`src/rtl/shdc_pkg.sv`:
```
package shdc_pkg;

  localparam int unsigned YEAR_W   = 14;
  localparam int unsigned MONTH_W  = 4;
  localparam int unsigned DAY_W    = 5;
  localparam int unsigned WDAY_W   = 3;
  localparam int unsigned DOY_W    = 9;
  localparam int unsigned YMOD_W   = 6;
  localparam int unsigned REQ_W    = 2;

  localparam int unsigned YEAR_CYCLE = 33;
  localparam int unsigned RESET_YEAR = 1348;
  localparam logic [YMOD_W-1:0]  RESET_YMOD  = YMOD_W'(RESET_YEAR % YEAR_CYCLE);
  localparam logic [MONTH_W-1:0] RESET_MONTH = 4'd10;
  localparam logic [DAY_W-1:0]   RESET_DAY   = 5'd11;
  localparam logic [WDAY_W-1:0]  RESET_WDAY  = 3'd5;

  localparam logic [MONTH_W-1:0] MONTH_FIRST = 4'd1;
  localparam logic [MONTH_W-1:0] MONTH_LAST  = 4'd12;
  localparam logic [WDAY_W-1:0]  WDAY_LAST   = 3'd6;
  localparam logic [YMOD_W-1:0]  YMOD_LAST   = 6'd32;

  typedef enum logic [REQ_W-1:0] {
    REQ_SET  = 2'd0,
    REQ_FWD  = 2'd1,
    REQ_BACK = 2'd2
  } req_e;

  typedef struct packed {
    req_e               req_type;
    logic [YEAR_W-1:0]  set_year;
    logic [MONTH_W-1:0] set_month;
    logic [DAY_W-1:0]   set_day;
  } req_t;

  typedef struct packed {
    logic [YMOD_W-1:0]  ymod;
    logic [MONTH_W-1:0] month;
    logic [DAY_W-1:0]   day;
    logic [WDAY_W-1:0]  wday;
  } date_t;

  typedef struct packed {
    logic [YEAR_W-1:0]  cur_year;
    logic [MONTH_W-1:0] cur_month;
    logic [DAY_W-1:0]   cur_day;
    logic [WDAY_W-1:0]  weekday;
    logic               leap_year;
    logic [DOY_W-1:0]   day_of_year;
    logic [DOY_W-1:0]   days_left;
    logic               set_error;
  } rsp_t;

  // 2^5 = -1 (mod 33): fold 5-bit digits with alternating sign
  function automatic logic [YMOD_W-1:0] mod33(input logic [15:0] x);
    logic [6:0] t;
    t = 7'd33 + 7'(x[4:0]) + 7'(x[14:10]) - 7'(x[9:5]) - 7'(x[15]);
    if (t >= 7'd66) begin
      t = t - 7'd66;
    end else if (t >= 7'd33) begin
      t = t - 7'd33;
    end
    return t[YMOD_W-1:0];
  endfunction

  // 2^3 = 1 (mod 7): sum octal digits twice
  function automatic logic [WDAY_W-1:0] mod7(input logic [17:0] x);
    logic [5:0] s1;
    logic [3:0] s2;
    s1 = 6'(x[2:0]) + 6'(x[5:3]) + 6'(x[8:6]) + 6'(x[11:9]) + 6'(x[14:12]) + 6'(x[17:15]);
    s2 = 4'(s1[2:0]) + 4'(s1[5:3]);
    if (s2 >= 4'd7) begin
      s2 = s2 - 4'd7;
    end
    return s2[WDAY_W-1:0];
  endfunction

  function automatic logic is_leap(input logic [YMOD_W-1:0] ymod);
    logic r;
    unique case (ymod)
      6'd1, 6'd5, 6'd9, 6'd13, 6'd17, 6'd22, 6'd26, 6'd30: r = 1'b1;
      default: r = 1'b0;
    endcase
    return r;
  endfunction

  function automatic logic [DAY_W-1:0] month_len(input logic leap, input logic [MONTH_W-1:0] m);
    logic [DAY_W-1:0] r;
    if (m < 4'd7) begin
      r = 5'd31;
    end else if (m < MONTH_LAST || leap) begin
      r = 5'd30;
    end else begin
      r = 5'd29;
    end
    return r;
  endfunction

  function automatic logic [DOY_W-1:0] days_before(input logic [MONTH_W-1:0] m);
    logic [DOY_W-1:0] r;
    unique case (m)
      4'd2:    r = 9'd31;
      4'd3:    r = 9'd62;
      4'd4:    r = 9'd93;
      4'd5:    r = 9'd124;
      4'd6:    r = 9'd155;
      4'd7:    r = 9'd186;
      4'd8:    r = 9'd216;
      4'd9:    r = 9'd246;
      4'd10:   r = 9'd276;
      4'd11:   r = 9'd306;
      4'd12:   r = 9'd336;
      default: r = 9'd0;
    endcase
    return r;
  endfunction

endpackage

```
`src/rtl/shdc_step.sv`:
```
module shdc_step import shdc_pkg::*; #(
  parameter int unsigned YEAR_BITS = 14
) (
  input  req_t                 req_i,
  input  logic [YEAR_BITS-1:0] year_i,
  input  date_t                date_i,
  output logic [YEAR_BITS-1:0] year_o,
  output date_t                date_o,
  output rsp_t                 rsp_o
);

  localparam longint unsigned YearMax = (64'd1 << YEAR_BITS) - 64'd1;
  localparam logic [YMOD_W-1:0] YearMaxMod = YMOD_W'(YearMax % YEAR_CYCLE);

  logic [YEAR_BITS-1:0] set_year;
  logic [YMOD_W-1:0]    set_ymod;
  logic                 set_ok;
  logic [WDAY_W-1:0]    set_wday;
  logic [DAY_W-1:0]     cur_len;
  logic [YMOD_W-1:0]    inc_ymod;
  logic [YMOD_W-1:0]    dec_ymod;
  logic [MONTH_W-1:0]   back_month;
  logic [YMOD_W-1:0]    back_ymod;
  logic [DOY_W-1:0]     doy;
  logic                 leap_n;
  logic                 err;

  assign set_year = YEAR_BITS'(req_i.set_year);
  assign set_ymod = mod33(16'(set_year));
  assign set_ok   = (req_i.set_month >= MONTH_FIRST) && (req_i.set_month <= MONTH_LAST) &&
                    (req_i.set_day != '0) &&
                    (req_i.set_day <= month_len(is_leap(set_ymod), req_i.set_month));
  assign set_wday = mod7(18'(set_year) + 18'(set_year >> 2) + 18'(req_i.set_day) +
                         18'(days_before(req_i.set_month)));

  assign cur_len  = month_len(is_leap(date_i.ymod), date_i.month);

  // keep year mod 33 in step with the year, also across the counter wrap
  assign inc_ymod = (year_i == '1 || date_i.ymod == YMOD_LAST) ? '0 : date_i.ymod + 6'd1;
  assign dec_ymod = (year_i == '0) ? YearMaxMod :
                    (date_i.ymod == '0) ? YMOD_LAST : date_i.ymod - 6'd1;

  assign back_month = (date_i.month <= MONTH_FIRST) ? MONTH_LAST : date_i.month - 4'd1;
  assign back_ymod  = (date_i.month <= MONTH_FIRST) ? dec_ymod : date_i.ymod;

  always_comb begin
    year_o = year_i;
    date_o = date_i;
    err    = 1'b0;
    unique case (req_i.req_type)
      REQ_SET: begin
        if (set_ok) begin
          year_o = set_year;
          date_o = '{ymod: set_ymod, month: req_i.set_month, day: req_i.set_day,
                     wday: set_wday};
        end else begin
          err = 1'b1;
        end
      end
      REQ_FWD: begin
        if (date_i.day >= cur_len) begin
          date_o.day = 5'd1;
          if (date_i.month >= MONTH_LAST) begin
            date_o.month = MONTH_FIRST;
            date_o.ymod  = inc_ymod;
            year_o       = year_i + 1'b1;
          end else begin
            date_o.month = date_i.month + 4'd1;
          end
        end else begin
          date_o.day = date_i.day + 5'd1;
        end
        date_o.wday = (date_i.wday >= WDAY_LAST) ? '0 : date_i.wday + 3'd1;
      end
      REQ_BACK: begin
        if (date_i.day <= 5'd1) begin
          date_o.month = back_month;
          date_o.ymod  = back_ymod;
          date_o.day   = month_len(is_leap(back_ymod), back_month);
          if (date_i.month <= MONTH_FIRST) begin
            year_o = year_i - 1'b1;
          end
        end else begin
          date_o.day = date_i.day - 5'd1;
        end
        date_o.wday = (date_i.wday == '0) ? WDAY_LAST : date_i.wday - 3'd1;
      end
      default: begin
        // unused request code: hold everything
        err = 1'b0;
      end
    endcase
  end

  assign doy    = days_before(date_o.month) + DOY_W'(date_o.day);
  assign leap_n = is_leap(date_o.ymod);

  assign rsp_o = '{
    cur_year:    YEAR_W'(year_o),
    cur_month:   date_o.month,
    cur_day:     date_o.day,
    weekday:     date_o.wday,
    leap_year:   leap_n,
    day_of_year: doy,
    days_left:   (leap_n ? 9'd366 : 9'd365) - doy,
    set_error:   err
  };

endmodule

```
`config.mk`:
```
export PLATFORM = sky130hd
export DESIGN_NAME = shdc_step
export DESIGN_NICKNAME = d
export VERILOG_FILES = /design/src/rtl/shdc_pkg.sv /design/src/rtl/shdc_step.sv
export SDC_FILE = /design/constraint.sdc
export NUM_CORES = 1
export LEC_CHECK = 0
export BUFFER_PORTS_ARGS = -buffer_cell sky130_fd_sc_hd__buf_2
export CORE_MARGIN = 2
export CORE_UTILIZATION = 52
export DETAILED_ROUTE_END_ITERATION = 8
export PLACE_DENSITY = 0.82
export SLEW_MARGIN = 30
export SYNTH_ARGS = -nofsm -noshare
export SYNTH_HDL_FRONTEND = slang
export SYNTH_SLANG_ARGS = --single-unit
```
`constraint.sdc`:
```
create_clock -name vclk -period 16.4
set_input_delay 1.64 -clock vclk [all_inputs]
set_output_delay 1.64 -clock vclk [all_outputs]
set_load 0.01 [all_outputs]
```
Word level (Yosys, flattened, before mapping). Memory sizes are Yosys's and may differ from the RTL's. Index checks and enable logic that the tools add are counted.

Bits in read-only memories: 416. Memory bits (writable): 0. Input bits: 57. Output and inout bits: 78. Memories: 6. Register bits after elaboration: 0. Latch bits: 0. Word-level logic and storage cells: 105.

Memory list: (name not given) (depth 16, width 9, rd ports 1, clocked after memory_dff 0, wr ports 0, RTL line shdc_pkg.sv:101) `unique case (m)`; (name not given) (depth 16, width 9, rd ports 1, clocked after memory_dff 0, wr ports 0, RTL line shdc_pkg.sv:101); (name not given) (depth 32, width 1, rd ports 1, clocked after memory_dff 0, wr ports 0, RTL line shdc_pkg.sv:80) `unique case (ymod)`; (name not given) (depth 32, width 1, rd ports 1, clocked after memory_dff 0, wr ports 0, RTL line shdc_pkg.sv:80); (name not given) (depth 32, width 1, rd ports 1, clocked after memory_dff 0, wr ports 0, RTL line shdc_pkg.sv:80); (name not given) (depth 32, width 1, rd ports 1, clocked after memory_dff 0, wr ports 0, RTL line shdc_pkg.sv:80).

Muxes and demuxes: 39. Div/mod/pow operators: 0. Shift operators: 0. Reduce and logical (&&, ||, !) cells: 12. Add/subtract/negate cells: 27. Bitwise logic cells: 0. Magnitude comparators: 17. $mul: 0. Eq/ne operators: 4.

Operators with widths (number): 2-to-1 mux 14 bit (5); case mux 18 bit (3 select lines) (1); 2-to-1 mux 6 bit (7); case mux 14 bit (3 select lines) (1); 2-to-1 mux 10 bit (2); 2-to-1 mux 18 bit (1); adder 16 x 9 -> 17 bit (1); adder 15 x 5 -> 16 bit (1); adder 14 x 12 -> 15 bit (1); adder 14 x 1 -> 14 bit (second input constant) (1); == test 14 bit (second input constant) (1); zero test 14 bit (1); 2-to-1 mux 2 bit (7); subtractor 14 x 1 -> 14 bit (second input constant) (1); < comparator 4 x 3 -> 1 bit (second input constant) (3); < comparator 4 bit (second input constant) (3); 2-to-1 mux 5 bit (2); adder 9 x 5 -> 9 bit (1); 2-to-1 mux 3 bit (3); subtractor 9 bit (1); adder 3 x 3 -> 4 bit (2); 2-to-1 mux 1 bit (8); 2-to-1 mux 4 bit (2); adder 6 x 5 -> 7 bit (first input constant) (1); 37 further kinds (42).

Logic depth before layout (Yosys ltp). Gate-level depths: netlist of run 1. An unclocked memory read counts as a cell.

Depth after elaboration: 19. Mapped depth: 44. Mapped depth without buffers: 42.

Worst setup path after synthesis of run 1. No wires, ideal clock.

Path type: input -> output. Start point: in req_i[9] (netlist bit). End point: out rsp_o[9] (netlist bit). Cell stages on the path: 40. Buffers on the path: 2. Slack: 4.863 ns. Arrival: 9.897 ns. Required time: 14.760 ns. Path through: inv_1 > fa_1 > inv_1 > ha_1 > or2_2 > fa_1 > clkbuf_1 > inv_1 > ha_1 > nand2_1 > a21oi_1 > o2bb2a_1 > a221oi_1 > mux2_1 > a21o_1 > a22oi_1 > or4_1 > nand3_1 > [... 4 more ...] > o2111ai_1 > nand2_1 > clkbuf_1 > nor3_1 > o32ai_1 > o21ai_0 > ha_1 > fa_1 > a21oi_1 > nor2_1 > nor2_1 > nor2b_1 > o21ai_0 > nor3_1 > a221oi_1 > inv_1 > a2111oi_0 > nand3b_1.

RTL lines: start: declaration (RTL line shdc_step.sv:4) `input req_t req_i,`; end: declaration (RTL line shdc_step.sv:9) `output rsp_t rsp_o`.

==> metrics.txt, run 1 <==
Worst Path Max Fanout 21; most common cell in the netlist inv_1; flip-flop and latch count 0; Setup TNS Final 0 ns; design area 7030 sq um; Final setup viols 0; port buffer count 135; Starting Density 0.539; share of the synthesized area in the top cell type 0.165; hold path depth 3; WL final just over 20,000 microns; Crit Path Class in2out; Final Max Slew Viols 0; Finished Layout Cells 1,180; worst hold slack 3.68 ns; DR vias/cell 6.29; Startpoint Class input pin; FF+latch area 0 sq um; setup repair bufs after CTS 0; WL/cell 17.4 microns; GPL Wtd Cong 1.00; max incr delay on CP approximately 0.57 ns; DIE AREA 13,500 sq um; GRT Util Overall 0.299; Commonest cells post-synth inv_1 (95), ha_1 (86), nand2_1 (82), a21oi_1 (73), nor2_1 (71); DRT antenna net count 0; P per Cell Area about 240 nW/um^2; first-pass GRT wire length around 33,000 microns; DRC 0; # hold bufs at CTS 0; CP arrival 11.16 ns; Ys Warns 0; # diodes 0; WP data required 14.76 ns; Slew headroom 0.419; fill count around 1,200; Final Hold Viols 0; core outline area approximately 12,000 sq um; initial antenna violation count 0; synth top area cells ha_1 (16%), fa_1 (8.6%), a21oi_1 (5.6%), inv_1 (5.5%), nand2_1 (4.7%); Max IR drop VDD 0.375 mV; Mean Syn Cell Area 6.89 sq um; Max Cap Viol 0; Core Rows 40; Final min period 12.80 ns; GRT overflow 0; Post-Place Cells 1,180; layout cells sized above 1 0.170; vias 7,417; Die Ht approximately 120 microns; outcome finished, final reports clean; CP endpoint kind output port; post_cts resized 0; largest area contributor in the netlist ha_1; Post-Synthesis Net Count between 1,000 and 1,500; IO Count 135; Hold Crit Endpoint rsp_o[36]; number of global-route vias before repair 6,613; drt initial violations 836; Leak 3.32 nW; Distinct cells, synth 90; Max Clk Rate 78.1 MHz; largest net degree at the start of global routing 48; DRT Pass-1 Iters 5; Hold Path Origin year_i[4]; Hold Crit Class in2out; CP max-delay cell nand2_1; die width 116 microns; clkbuf count 0; Mapped Cells 948; Final #Nets 1,185; Seq/Total Area, Yosys 0; final period utilization 0.781; post-synthesis instance area around 6500 sq um; measured slew at the worst slew-check pin 0.863 ns; Post-Place Cell Area approximately 7000 sq um; RSZ-0062 raised after global routing false; Post-DP HPWL 16,900 microns; Layout area overhead 7.67%
## layout make-up
cell class         instances  area, sq um  share of cell area
inverters                100          375              0.0534
multi-input cells        772         5730               0.815
well taps                168          210              0.0299
repair buffers           140          713               0.101
## where the power goes
part	leakage, nW	switching [mW]	internal (mW)
logic	3.32	0.957	0.734
clock network	0	0	0
registers	0	0	0
## kinds of logic after synthesis
| logic type | Yosys count | share of synthesized area |
|---|---|---|
| muxes | 15 | 0.0238 |
| AOI/OAI and AO/OA | 281 | 0.291 |
| buffers and inverters | 176 | 0.123 |
| and+or+nand+nor | 312 | 0.243 |
| xor gates and xnor gates | 50 | 0.0682 |
| adders and majority gates | 114 | 0.251 |
## metal layers
layer / routed length (microns) / global-route usage / up-vias
met3: 2020 / 0.0199 / 48
met4: 591 / 0.0857 / 0
met1: 8780 / 0.426 / 3388
met2: 9160 / 0.487 / 456
li1: - / - / 3525
met5: 0 / 0 / -
## worst max-delay path by stage
stage	startpoint	to	slack, ns	cells past startpoint
after global placement	req_i[9]	rsp_o[9]	4.08	40
after detailed placement	req_i[9]	rsp_o[9]	3.75	39
after CTS	req_i[9]	rsp_o[9]	3.73	39
after global routing	req_i[9]	rsp_o[9]	2.79	39
after floorplan	req_i[9]	rsp_o[9]	4.86	40
final	req_i[9]	rsp_o[9]	3.60	40
## per-stage QoR
stage	power [mW]	setup slack [ns]	util
2_1_floorplan	1.32	4.86	-
3_3_place_gp	1.64	4.08	0.580
3_5_place_dp	1.69	3.75	0.580
4_1_cts	1.70	3.73	0.580
5_1_grt	1.89	2.79	0.580
6_report	1.69	3.60	0.580
## worst max-delay path: cells and delay by family
family | cells | cell delay, ns
AOI/OAI and AO/OA | 14 | 3.92
buffers and inverters | 6 | 0.70
muxes | 1 | 0.23
xor gates and xnor gates | 1 | 0.32
adders and majority gates | 6 | 2.33
and+or+nand+nor | 12 | 2.02
## layout by cell type, fill, tap and decap left out, types with 11 or more instances in the layout
master / instances
xnor2_1: 32
a31oi_1: 18
nor2_1: 71
nor3_1: 21
fa_1: 28
nand2_1: 82
ha_1: 86
a21o_1: 14
o21ai_0: 52
a211oi_1: 11
nand4_1: 17
nand3_1: 29
inv_1: 95
xor2_1: 17
mux2i_1: 13
buf_2: 135
a21oi_1: 73
Power figures use the tool's default switching activity.
==> run 2, diff against run 1 <==
--- a/config.mk
+++ b/config.mk
@@ -9,7 +9,7 @@
 export CORE_MARGIN = 2
 export CORE_UTILIZATION = 52
 export DETAILED_ROUTE_END_ITERATION = 8
-export PLACE_DENSITY = 0.82
+export PLACE_DENSITY = 0.85
 export SLEW_MARGIN = 30
 export SYNTH_ARGS = -nofsm -noshare
 export SYNTH_HDL_FRONTEND = slang
==> constraint.sdc (replaced) <==
create_clock -name vclk -period 11.01
set_input_delay 1.101 -clock vclk [all_inputs]
set_output_delay 1.101 -clock vclk [all_outputs]
set_load 0.01 [all_outputs]
==> metrics.txt, run 2 (same netlist as run 1, synthesis figures left out) <==
cell family with most CP delay compound AO/OA/AOI/OAI gates; most frequent CP cell buf_4; CP arrival slightly below 10 ns; Die Ht 116 microns; setup ws final 0.281 ns; final period utilization 0.974; worst hold slack 2.62 ns; DRT Pass-1 Iters 7; Final setup viols 0; Layout area overhead 12.8%; Setup TNS Final 0 ns; Final Hold Viols 0; Worst Path Max Fanout 7; # diodes 0; Max IR drop VDD 0.403 mV; number of global-route vias before repair 6,882; GRT overflow 0; DRT antenna net count 0; FF+latch area 0 sq um; first-pass GRT wire length 33,300 microns; Hold Crit Class in2out; Starting Density 0.539; crit path from req_i[9]; largest net degree at the start of global routing 48; outcome finished, final reports clean; port buffer count 135; Post-DP HPWL 17,000 microns; P per Cell Area 349 nW/um^2; Slew headroom 0.328; clkbuf count 0; core outline area 12,100 sq um; die width 116 microns; GRT Util Overall 0.300; max incr delay on CP between 0.5 and 0.6 ns; Max Clk Rate 93.2 MHz; measured slew at the worst slew-check pin 1.00 ns; WP data required 9.91 ns; Post-Route Utilization 0.608; vias around 7,600; Final #Nets between 1,000 and 1,500; flip-flop and latch count 0; WL final 21,300 microns; GPL Wtd Cong 1.02; CP max-delay cell fa_1; drt initial violations 748; fill count 1,145; most common cell after layout, fill and taps aside buf_2; # hold bufs at CTS 0; Post-Place Cell Area between 7000 and 8000 sq um; commonest cells after routing, fill and taps aside buf_2 (135), inv_1 (94), ha_1 (85), nand2_1 (81), a21oi_1 (71); Leak roughly 3.5 nW; design area 7360 sq um; DR vias/cell 6.34; Crit Path Class in2out; Final min period 10.73 ns; WL/cell 17.7 microns; Hold Path Origin year_i[4]; initial antenna violation count 0; CP endpoint kind output port; Max Cap Viol 0; DRC 0; IO Count about 140; Core Rows 40; WP buf/inv 10; pre-CTS WS -0.247 ns; DIE AREA 13,500 sq um; layout cells sized above 1 0.214; Final Max Slew Viols 0; Startpoint Class input pin
-- run 2: area by class of cell --
class | count | area (sq um) | area share
well taps | 168 | 210 | 0.0285
repair buffers | 163 | 893 | 0.121
multi-input cells | 772 | 5880 | 0.799
inverters | 100 | 378 | 0.0513
-- run 2: power by group --
part | switching (mW) | internal [mW]
Sequential | 0 | 0
Clock | 0 | 0
Combinational | 1.44 | 1.13
-- run 2: what timing repair did --
action / 4_1_cts / 5_1_grt
setup buffers: 0 / 11
pin swaps: 1 / 13
endpoints found under the setup margin: 1 / 6
resized for setup: 6 / 32
-- run 2: worst paths after layout --
check  slack, ns   endpoint  cells after the start
max         0.28   rsp_o[9]                     43
min         2.62  rsp_o[36]                      3
-- run 2: routing by layer --
| metal | wire (microns) | up-vias | global-route usage |
|---|---|---|---|
| li1 | - | 3562 | - |
| met1 | 8420 | 3491 | 0.404 |
| met2 | 9890 | 495 | 0.510 |
| met3 | 2210 | 76 | 0.0324 |
| met4 | 735 | 0 | 0.0833 |
| met5 | 0 | - | 0 |
-- run 2: per-stage QoR --
step,total power [mW],instances
after detailed placement,2.52,1192
final,2.57,1203
after floorplan,1.97,948
after global routing,2.89,1203
after global placement,2.41,1192
after CTS,2.53,1192
==> run 3, diff against run 2 <==
--- a/config.mk
+++ b/config.mk
@@ -6,7 +6,6 @@
 export NUM_CORES = 1
 export LEC_CHECK = 0
 export BUFFER_PORTS_ARGS = -buffer_cell sky130_fd_sc_hd__buf_2
-export CORE_MARGIN = 2
 export CORE_UTILIZATION = 52
 export DETAILED_ROUTE_END_ITERATION = 8
 export PLACE_DENSITY = 0.85
==> metrics.txt, run 3 (same netlist as run 1, synthesis figures left out) <==
outcome finished, final reports clean; DIE AREA ~13,000 sq um; Max Clk Rate 94.7 MHz; number of global-route vias before repair around 6,900; Max IR drop VDD 0.461 mV; Die Ht 114 microns; Post-Route Utilization 0.600; Layout area overhead 11.3%; Starting Density 0.539; setup ws final 0.448 ns; DRT antenna net count 0; Core Rows 40; # hold bufs at CTS 0; Post-Place Cells 1,192; Final setup viols 0; port buffer count 135; IO Count 135; total power 2.56 mW; CP endpoint kind output port; WP buf/inv 5; DR vias/cell between 6 and 7; Leak 3.41 nW; flip-flop and latch count 0; Final min period 10.56 ns; largest net degree at the start of global routing 48; FF+latch area 0 sq um; Post-Place Cell Area 7120 sq um; Startpoint Class input pin; # diodes 0; die width 114 microns; vias 7,606; commonest cells after routing, fill and taps aside buf_2 (135), inv_1 (94), ha_1 (86), nand2_1 (81), a21oi_1 (73); WP data required 9.91 ns; design area roughly 7300 sq um; Worst Path Max Fanout 11; Final Max Slew Viols 0; CP max-delay cell fa_1; most common cell after layout, fill and taps aside buf_2; WL/cell 17.6 microns; fill count 1,170; WL final 21,000 microns; layout cells sized above 1 0.199; Setup TNS Final 0 ns; initial antenna violation count 0; max incr delay on CP between 0.5 and 0.6 ns; core outline area 12,100 sq um; Max Cap Viol 0; worst hold slack roughly 2.6 ns; GPL Wtd Cong 0.974; Crit Path Class in2out; measured slew at the worst slew-check pin 0.896 ns; Post-DP HPWL 16,900 microns; Final #Nets ~1,200; final period utilization 0.959; most frequent CP cell ha_1; cell family with most CP delay simple AND/OR/NAND/NOR gates; DRC 0; GRT overflow 0; P per Cell Area roughly 350 nW/um^2; DRT Pass-1 Iters 6; Hold Crit Class in2out; Finished Layout Cells 1,193; GRT Util Overall 0.313; clkbuf count 0; drt initial violations 784; Slew headroom 0.397; pre-CTS WS -0.124 ns; CP arrival 9.46 ns; first-pass GRT wire length 33,500 microns; Final Hold Viols 0
[run 3: layout make-up]
| cell class | instances | area [sq um] | share of cell area |
|---|---|---|---|
| timing repair buffer | 153 | 811 | 0.112 |
| multi-input combinational | 772 | 5860 | 0.807 |
| tap | 168 | 210 | 0.0289 |
| inverter | 100 | 378 | 0.0520 |
[run 3: power breakdown]
group / switching [mW] / internal, mW
clock: 0 / 0
sequential: 0 / 0
combinational: 1.43 / 1.13
[run 3: final timing paths]
path | from | end | slack [ns] | cells after the start
worst min-delay path | date_i[2] | rsp_o[22] | 2.58 | 3
worst max-delay path | req_i[9] | rsp_o[9] | 0.45 | 38
[run 3: per-layer routing]
layer / part of all wire / vias to the layer above / GRT usage
met1: 0.41 / 3475 / 0.410
met4: 0.038 / 0 / 0.103
met3: 0.097 / 85 / 0.0441
li1: - / 3562 / -
met2: 0.46 / 484 / 0.528
met5: 0 / - / 0
[run 3: what timing repair did]
item	CTS	global route
setup endpoints to repair	1	4
buffers inserted	0	1
gates resized for setup	2	26
pin swaps	0	3
gates cloned	0	0
